==> src/hdl/rdt_pkg.sv <==
// Package for the reliable delivery tracker: word types, action and result codes, register map.
package rdt_pkg;

  localparam int SEQ_W  = 32;
  localparam int TIME_W = 32;
  localparam int TO_W   = 20;

  localparam logic [2:0] ACT_SEND  = 3'd0;
  localparam logic [2:0] ACT_RECV  = 3'd1;
  localparam logic [2:0] ACT_ACK   = 3'd2;
  localparam logic [2:0] ACT_TICK  = 3'd3;
  localparam logic [2:0] ACT_DRAIN = 3'd4;

  localparam logic [2:0] KIND_ASSIGNED = 3'd0;
  localparam logic [2:0] KIND_RECEIVE  = 3'd1;
  localparam logic [2:0] KIND_ACK      = 3'd2;
  localparam logic [2:0] KIND_FAIL     = 3'd3;
  localparam logic [2:0] KIND_PENDING  = 3'd4;
  localparam logic [2:0] KIND_NOTHING  = 3'd5;

  localparam logic [1:0] REG_TIMEOUT = 2'd0;
  localparam logic [TO_W-1:0] TIMEOUT_RESET = 20'd5000;

  typedef struct packed {
    logic [2:0]        action;
    logic [SEQ_W-1:0]  seq_in;
    logic [TIME_W-1:0] now_ms;
  } in_word_t;

  typedef struct packed {
    logic [2:0]       kind;
    logic [SEQ_W-1:0] seq_out;
    logic             ok;
    logic             pending_nonempty;
    logic             last;
  } out_word_t;

endpackage

==> src/hdl/rdt_ram.sv <==
// Generic simple dual-port RAM with one write port and a registered read port.
module rdt_ram #(
  parameter int WIDTH = 64,
  parameter int DEPTH = 32
) (
  input  logic                     clk,
  input  logic                     we,
  input  logic [$clog2(DEPTH)-1:0] waddr,
  input  logic [WIDTH-1:0]         wdata,
  input  logic [$clog2(DEPTH)-1:0] raddr,
  output logic [WIDTH-1:0]         rdata
);

  logic [WIDTH-1:0] mem [DEPTH];

  always_ff @(posedge clk) begin
    if (we) begin
      mem[waddr] <= wdata;
    end
    rdata <= mem[raddr];
  end

endmodule

==> src/hdl/reliable_delivery_tracker.sv <==
// Top level of the reliable delivery tracker: command port, in-flight table walk, pending list.
//
// The block takes one command word when start is high and busy is low, and answers with one
// or more result words, each shown for a single cycle with strobe high; the receiver cannot
// stall, so every result must be taken in the cycle it appears. Send, ack and tick walk the
// whole in-flight table one slot per cycle through the read port of the table memory, and
// busy stays high from accept to result. Receive, drain of an empty list and undefined
// action codes answer in the cycle after accept and leave busy low, so the next command may
// enter at once. A drain of n pending acks keeps busy high and delivers n result words, one
// per cycle. The in-flight slots carry valid bits in flip-flops cleared by reset, so no
// clearing pass is needed after reset. The timeout register sits at byte address 0 of the
// APB port and must be written only while the block is idle; the block does not enforce it.
module reliable_delivery_tracker #(
  parameter int IN_FLIGHT_DEPTH = 32,
  parameter int PENDING_DEPTH   = 32
) (
  input  logic              clk,
  input  logic              rst,
  input  logic              start,
  output logic              busy,
  input  rdt_pkg::in_word_t item,
  output logic              strobe,
  output rdt_pkg::out_word_t result,
  input  logic              psel,
  input  logic              penable,
  input  logic              pwrite,
  input  logic [3:0]        paddr,
  input  logic [31:0]       pwdata,
  output logic [31:0]       prdata,
  output logic              pready
);

  localparam int IW = $clog2(IN_FLIGHT_DEPTH);
  localparam int CW = $clog2(PENDING_DEPTH + 1);
  localparam int SW = rdt_pkg::SEQ_W;
  localparam int TW = rdt_pkg::TIME_W;
  localparam int TOW = rdt_pkg::TO_W;
  localparam logic [IW-1:0] LAST_SLOT = IW'(IN_FLIGHT_DEPTH - 1);

  localparam logic [1:0] S_IDLE  = 2'd0;
  localparam logic [1:0] S_SCAN  = 2'd1;
  localparam logic [1:0] S_FIN   = 2'd2;
  localparam logic [1:0] S_DRAIN = 2'd3;

  logic [1:0] state;

  // Configuration register.
  logic [TOW-1:0] timeout_ms;
  logic           cfg_write;

  // Latched command.
  logic [2:0]    op;
  logic [SW-1:0] seq_q;
  logic [TW-1:0] now_q;

  // Tracker state outside the table memory.
  logic [SW-1:0]              next_seq;
  logic [IN_FLIGHT_DEPTH-1:0] flight_valid;
  logic [SW-1:0]              pending_first;
  logic [CW-1:0]              pending_count;

  // Table walk: issue side, and the data side that follows it in the next cycle.
  logic [IW-1:0] idx;
  logic          issuing;
  logic          rd_vld;
  logic          rd_last;
  logic [IW-1:0] rd_idx;

  // Best candidate found so far in the walk.
  logic          found;
  logic [IW-1:0] pick;
  logic [TW-1:0] best_age;
  logic [SW-1:0] best_seq;

  // Drain progress.
  logic [CW-1:0] drain_k;
  logic [CW-1:0] drain_n;

  // Table memory: sequence number in the upper half, send time in the lower half.
  logic                ram_we;
  logic [SW+TW-1:0]    ram_wdata;
  logic [SW+TW-1:0]    ram_rdata;
  logic [SW-1:0]       rd_seq;
  logic [TW-1:0]       rd_time;

  logic          accept;
  logic [TW-1:0] age;
  logic          slot_v;
  logic          hit;

  assign busy   = (state != S_IDLE);
  assign accept = start && !busy;
  assign pready = 1'b1;

  assign cfg_write = psel && penable && pwrite && pready;
  assign prdata    = (paddr[3:2] == rdt_pkg::REG_TIMEOUT) ? {{(32-TOW){1'b0}}, timeout_ms}
                                                         : 32'd0;

  always_ff @(posedge clk) begin
    if (rst) begin
      timeout_ms <= rdt_pkg::TIMEOUT_RESET;
    end else if (cfg_write && paddr[3:2] == rdt_pkg::REG_TIMEOUT) begin
      timeout_ms <= pwdata[TOW-1:0];
    end
  end

  // The memory is written only in the finishing cycle of a send, and read only during a
  // walk; a walk never starts in the same cycle, so reads and writes of one slot never
  // overlap and no forwarding is needed.
  assign ram_we    = (state == S_FIN) && (op == rdt_pkg::ACT_SEND) && found;
  assign ram_wdata = {next_seq, now_q};
  assign rd_seq    = ram_rdata[SW+TW-1:TW];
  assign rd_time   = ram_rdata[TW-1:0];

  rdt_ram #(
    .WIDTH(SW + TW),
    .DEPTH(IN_FLIGHT_DEPTH)
  ) u_table (
    .clk  (clk),
    .we   (ram_we),
    .waddr(pick),
    .wdata(ram_wdata),
    .raddr(idx),
    .rdata(ram_rdata)
  );

  // Per-slot test on the word just returned by the memory. A send looks for the lowest free
  // slot, an ack for the lowest valid slot holding the number, and a tick for the oldest
  // expired slot, where a tie keeps the lower slot because only a strictly greater age wins.
  always_comb begin
    age    = now_q - rd_time;
    slot_v = flight_valid[rd_idx];
    case (op)
      rdt_pkg::ACT_SEND: hit = !slot_v && !found;
      rdt_pkg::ACT_ACK:  hit = slot_v && (rd_seq == seq_q) && !found;
      rdt_pkg::ACT_TICK: hit = slot_v && (age > {{(TW-TOW){1'b0}}, timeout_ms})
                               && (!found || age > best_age);
      default:           hit = 1'b0;
    endcase
  end

  always_ff @(posedge clk) begin
    if (rst) begin
      state         <= S_IDLE;
      strobe        <= 1'b0;
      next_seq      <= '0;
      flight_valid  <= '0;
      pending_first <= '0;
      pending_count <= '0;
      issuing       <= 1'b0;
      rd_vld        <= 1'b0;
      rd_last       <= 1'b0;
      found         <= 1'b0;
    end else begin
      strobe <= 1'b0;
      case (state)
        S_IDLE: begin
          if (accept) begin
            op    <= item.action;
            seq_q <= item.seq_in;
            now_q <= item.now_ms;
            case (item.action)
              rdt_pkg::ACT_SEND, rdt_pkg::ACT_ACK, rdt_pkg::ACT_TICK: begin
                state   <= S_SCAN;
                idx     <= '0;
                issuing <= 1'b1;
                rd_vld  <= 1'b0;
                rd_last <= 1'b0;
                found   <= 1'b0;
              end
              rdt_pkg::ACT_RECV: begin
                // An empty list restarts at the received number; otherwise only the next
                // consecutive number is taken, and only while there is room.
                strobe                  <= 1'b1;
                result.kind             <= rdt_pkg::KIND_RECEIVE;
                result.seq_out          <= item.seq_in;
                result.pending_nonempty <= 1'b1;
                result.last             <= 1'b1;
                if (pending_count == '0) begin
                  pending_first <= item.seq_in;
                  pending_count <= CW'(1);
                  result.ok     <= 1'b1;
                end else if (item.seq_in == pending_first + {{(SW-CW){1'b0}}, pending_count}
                             && pending_count < CW'(PENDING_DEPTH)) begin
                  pending_count <= pending_count + CW'(1);
                  result.ok     <= 1'b1;
                end else begin
                  result.ok <= 1'b0;
                end
              end
              rdt_pkg::ACT_DRAIN: begin
                if (pending_count == '0) begin
                  strobe                  <= 1'b1;
                  result.kind             <= rdt_pkg::KIND_NOTHING;
                  result.seq_out          <= '0;
                  result.ok               <= 1'b0;
                  result.pending_nonempty <= 1'b0;
                  result.last             <= 1'b1;
                end else begin
                  state         <= S_DRAIN;
                  drain_n       <= pending_count;
                  drain_k       <= '0;
                  pending_count <= '0;
                end
              end
              default: begin
                strobe                  <= 1'b1;
                result.kind             <= rdt_pkg::KIND_NOTHING;
                result.seq_out          <= '0;
                result.ok               <= 1'b0;
                result.pending_nonempty <= (pending_count != '0);
                result.last             <= 1'b1;
              end
            endcase
          end
        end

        S_SCAN: begin
          // One read is issued per cycle; its word is tested in the next cycle.
          if (issuing) begin
            if (idx == LAST_SLOT) begin
              issuing <= 1'b0;
            end else begin
              idx <= idx + IW'(1);
            end
          end
          rd_vld  <= issuing;
          rd_idx  <= idx;
          rd_last <= issuing && (idx == LAST_SLOT);
          if (rd_vld) begin
            if (hit) begin
              found    <= 1'b1;
              pick     <= rd_idx;
              best_age <= age;
              best_seq <= rd_seq;
            end
            if (rd_last) begin
              state <= S_FIN;
            end
          end
        end

        S_FIN: begin
          state                   <= S_IDLE;
          strobe                  <= 1'b1;
          result.pending_nonempty <= (pending_count != '0);
          result.last             <= 1'b1;
          case (op)
            rdt_pkg::ACT_SEND: begin
              result.kind    <= rdt_pkg::KIND_ASSIGNED;
              result.seq_out <= next_seq;
              result.ok      <= found;
              if (found) begin
                flight_valid[pick] <= 1'b1;
                next_seq           <= next_seq + SW'(1);
              end
            end
            rdt_pkg::ACT_ACK: begin
              result.kind    <= rdt_pkg::KIND_ACK;
              result.seq_out <= seq_q;
              result.ok      <= found;
              if (found) begin
                flight_valid[pick] <= 1'b0;
              end
            end
            default: begin
              if (found) begin
                flight_valid[pick] <= 1'b0;
                result.kind        <= rdt_pkg::KIND_FAIL;
                result.seq_out     <= best_seq;
                result.ok          <= 1'b1;
              end else begin
                result.kind    <= rdt_pkg::KIND_NOTHING;
                result.seq_out <= '0;
                result.ok      <= 1'b0;
              end
            end
          endcase
        end

        S_DRAIN: begin
          // Pending acks go out oldest first; the list is already cleared.
          strobe                  <= 1'b1;
          result.kind             <= rdt_pkg::KIND_PENDING;
          result.seq_out          <= pending_first + {{(SW-CW){1'b0}}, drain_k};
          result.ok               <= 1'b1;
          result.pending_nonempty <= 1'b0;
          result.last             <= (drain_k + CW'(1) == drain_n);
          drain_k                 <= drain_k + CW'(1);
          if (drain_k + CW'(1) == drain_n) begin
            state <= S_IDLE;
          end
        end

        default: begin
          state <= S_IDLE;
        end
      endcase
    end
  end

endmodule
==> config.mk <==
export PLATFORM = sky130hd
export DESIGN_NAME = reliable_delivery_tracker
export DESIGN_NICKNAME = d
export VERILOG_FILES = /design/src/hdl/rdt_pkg.sv /design/src/hdl/rdt_ram.sv /design/src/hdl/reliable_delivery_tracker.sv
export SDC_FILE = /design/constraint.sdc
export NUM_CORES = 2
export LEC_CHECK = 0
export ABC_CLOCK_PERIOD_IN_PS = 9400
export BUFFER_PORTS_ARGS = -buffer_cell sky130_fd_sc_hd__buf_2
export CORE_MARGIN = 8
export CORE_UTILIZATION = 60
export CTS_BUF_LIST = sky130_fd_sc_hd__clkbuf_2 sky130_fd_sc_hd__clkbuf_4 sky130_fd_sc_hd__clkbuf_8
export DETAILED_ROUTE_END_ITERATION = 12
export PLACE_DENSITY = 0.73
export SETUP_SLACK_MARGIN = 0.1
export SLEW_MARGIN = 15
export SYNTH_ARGS = -nofsm -noshare
export SYNTH_HDL_FRONTEND = slang
export SYNTH_SLANG_ARGS = --single-unit
==> constraint.sdc <==
create_clock -name clk -period 9.4 [get_ports clk]
set_input_delay 2.35 -clock clk [delete_from_list [all_inputs] [get_ports clk]]
set_output_delay 2.35 -clock clk [all_outputs]
set_load 0.05 [all_outputs]
==> impl_metrics.py <==
metrics = {
    "grt": {
        "grt_pass1_vias": 50221,
        "grt_pass1_wl_um": 345000,
        "globalRoute.totalOverflow": 0,
        "grt_start_max_net_pins": 125,
        "antenna_found_initial": 7,
        "grt_use_total_pct": 27.1,
    },
    "logic_synthesis": {
        "yosysWarningCount": 0,
        "netlist_instances": 4944,
        "syn-cell-area_sq_um": 97200,
        "synth_edf_count": 2244,
        "ys.flop_type": "edfxtp_1",
        "synth_area_per_cell_sq_um": 19.7,
        "ys_seq_area_share_pct": 73.3,
        "async_reset_ff_share_pct": 0,
        "synth_seq_cells": 2437,
        "synth_cell_types": 78,
    },
    "setup_path": {
        "regToRegStartpoint": "now_q[0]$_DFFE_PP_",
        "crit_path_end_kind": "register",
        "setup.worst_path.class": "register to register",
        "worstSetupStartpoint": "now_q[0]$_DFFE_PP_",
        "r2r_end": "best_seq[24]$_DFFE_PP_",
        "required_ps": 10030,
        "rrSetupSlack_ps": 2510,
        "worst-path-max-fanout": 69,
        "crit_arrival_ps": 7520,
        "cp-start-kind": "register",
        "reg2reg_depth": 18,
    },
    "worst_hold_path": {
        "hp-start": "timeout_ms[19]$_SDFFE_PP0P_",
        "whs_path_depth": 2,
        "hold_end": "timeout_ms[19]$_SDFFE_PP0P_",
        "hp-class": "register to register",
    },
    "layout": {
        "drive_above_1_share_pct": 29.9,
        "nNetsFinal": 5571,
        "area_growth_pct": 11.9,
        "fin_util_pct": 67.6,
    },
    "clock_tree": {
        "clock_latency_ps": 1080,
        "ctsResizeCount": 0,
        "clk_pin_slew_worst_paths_ps": 60,
        "postCtsSetupBuffers": 0,
        "htreeDepth": 5,
        "cts_sinks": 2437,
        "root_buffer": "clkbuf_8",
        "cts_hold_buffers": 0,
        "cts_tree": "done",
        "numCtsBuffers": 389,
        "clk_path_buf_depth": 4,
    },
    "drt": {
        "drc": 0,
        "initialDrtViolationCount": 6581,
        "ant_nets": 0,
        "viasPerCell": 6.52,
        "avgRoutedWirePerCell_um": 30.7,
        "drt-total-wl_um": 240000,
        "drtPass1Iterations": 5,
        "vias": 51000,
    },
    "timing": {
        "period_needed_ps": 6890,
        "setup-tns-final_ps": 0,
        "maxSlewViolCount": 0,
        "setup_ws_ps": 2510,
        "tightest_slew_ps": 1240,
        "setup_violations": 0,
        "finalCritPeriodShare_pct": 73.3,
        "hold_violations": 0,
        "rsz0062_at_grt": "no",
        "finalClockSkew_ps": 76.9,
        "fmax_mhz": 145,
        "relSlewSlack_pct": 17.0,
    },
    "floorplan": {
        "die_x_um": 418,
        "io-pin-count": 182,
        "core_area_sq_um": 161000,
        "start_util_pct": 60.5,
        "chipHeight_um": 418,
        "std_cell_rows": 147,
        "dieArea_sq_um": 175000,
    },
    "power_and_ir_drop": {
        "ir_drop_uv": 186,
        "powerDensity_nw_per_um2": 205,
        "p_leak_uw": 0.0356,
    },
    "placement": {
        "dp_hpwl_um": 132000,
        "gp_congestion": 0.923,
        "io_buffers": 154,
        "pre_cts_ws_ps": 2830,
    },
    "run_status": {
        "status": "complete, no violations",
    },
    "flow_run": {
        "maxCapViolations": 0,
    },
}
cells in the final DEF, fill, tap and decap left out, types with 35 or more instances in the layout:
| master | synthesis | final |
|---|---|---|
| edfxtp_1 | 2244 | 2244 |
| mux4_2 | 650 | 650 |
| clkbuf_8 | 0 | 420 |
| a21oi_1 | 203 | 202 |
| dfxtp_1 | 193 | 182 |
| nand2_1 | 180 | 180 |
| buf_2 | 19 | 153 |
| clkbuf_4 | 0 | 146 |
| buf_4 | 13 | 123 |
| nor2_1 | 153 | 119 |
| inv_1 | 111 | 109 |
| o21ai_0 | 106 | 106 |
| xnor2_1 | 104 | 104 |
| ha_1 | 101 | 101 |
| clkinv_1 | 0 | 71 |
| xor2_1 | 65 | 65 |
| mux2_2 | 64 | 64 |
| nor3_1 | 54 | 52 |
| nand4_1 | 47 | 47 |
| or3_1 | 44 | 44 |
| nand3_1 | 40 | 40 |
| clkinv_2 | 0 | 35 |
synth_stat cells, types with 6 or more instances:
| cell | count | area (sq um) |
|---|---|---|
| edfxtp_1 | 2244 | 67400 |
| mux4_2 | 650 | 14600 |
| a21oi_1 | 203 | 1020 |
| dfxtp_1 | 193 | 3860 |
| clkbuf_1 | 188 | 706 |
| nand2_1 | 180 | 676 |
| nor2_1 | 153 | 574 |
| inv_1 | 111 | 417 |
| o21ai_0 | 106 | 531 |
| xnor2_1 | 104 | 911 |
| ha_1 | 101 | 1260 |
| xor2_1 | 65 | 569 |
| mux2_2 | 64 | 721 |
| nor3_1 | 54 | 270 |
| buf_1 | 51 | 191 |
| nand4_1 | 47 | 294 |
| or3_1 | 44 | 275 |
| nand3_1 | 40 | 200 |
| mux2i_1 | 33 | 330 |
| a21o_1 | 26 | 195 |
| and3_1 | 19 | 119 |
| buf_2 | 19 | 95.1 |
| a211oi_1 | 18 | 135 |
| o21a_1 | 18 | 135 |
| nor2b_1 | 14 | 87.6 |
| nor4_1 | 14 | 87.6 |
| buf_4 | 13 | 97.6 |
| nand2b_1 | 10 | 62.6 |
| o211ai_1 | 10 | 75.1 |
| and2_1 | 9 | 56.3 |
| o21bai_1 | 9 | 67.6 |
| o22ai_1 | 9 | 56.3 |
| or2_2 | 9 | 56.3 |
| a211o_1 | 8 | 70.1 |
| o21ai_1 | 8 | 40.0 |
| nand3b_1 | 7 | 52.6 |
| a31oi_1 | 6 | 37.5 |
| o211a_1 | 6 | 60.1 |
worst max-delay path by stage:
stage,to,depth (start not counted)
finish,best_seq[24]$_DFFE_PP_,18
global route,best_seq[24]$_DFFE_PP_,18
CTS,best_seq[24]$_DFFE_PP_,18
detailed placement,best_seq[22]$_DFFE_PP_,18
global placement,best_seq[22]$_DFFE_PP_,18
floorplan,best_age[0]$_DFFE_PP_,16
stage by stage:
step	total power [uW]	instances	instance area [sq um]	hold slack (ps)
2_1_floorplan	13000	4955	97200	421
3_3_place_gp	13400	7126	101000	439
3_5_place_dp	13500	7126	101000	437
4_1_cts	22400	7818	109000	453
5_1_grt	23000	7821	109000	463
6_report	22300	7821	109000	456
flip-flops by register name, summed over array words and instances (netlist names), 20 cells and up, named ones only:
signal         flops
best_age          32
best_seq          32
next_seq          32
now_q             32
pending_first     32
result            38
seq_q             32
timeout_ms        20
u_table.mem     2048
u_table.rdata     64
worst max-delay path: stages, from the launching register on:
cell and delay (ps):
edfxtp_1 940, inv_1 180, ha_1 290, fa_1 430, nor2b_1 160, o31a_1 250
o21ai_1 170, a2111oi_0 820, o31ai_1 160, and2_1 200, ha_1 290, nand4_1 150
nor4_1 400, o21ai_0 170, o211a_1 180, o21ai_0 220, nand4_1 320, a21oi_4 210
buf_4 730
metal layers:
metal  vias up  share of wire [%]  track usage (%)
met2      2902                 47             41.4
met4         2                2.3             7.40
met1     26699                 40             40.0
li1      21035                  -                -
met3       362                 11             6.22
met5         -             0.0042                0
final cells by class:
cell class,instances,area [sq um]
Antenna cell,2,5.00
Clock buffer,566,6880
Clock inverter,126,872
Fill cell,10217,52000
Inverter,111,424
Multi-Input combinational cell,2136,24800
Sequential cell,2437,71300
Tap cell,2160,2700
Timing Repair Buffer,283,1820
where the power goes:
part | internal, uW | switching [uW]
clock network | 5010 | 4040
logic | 560 | 761
registers | 11800 | 91.5
cells by family after synthesis:
kind of cell | share of synthesized area (%)
AO/OA/AOI/OAI | 2.88
other | 0.00773
buffers and inverters | 1.55
flip-flops | 73.3
multiplexers | 16.1
adder cells (fa/ha/maj) | 1.36
XOR/XNOR | 1.52
AND/OR/NAND/NOR | 3.22
(Power assumes the default switching activity.)
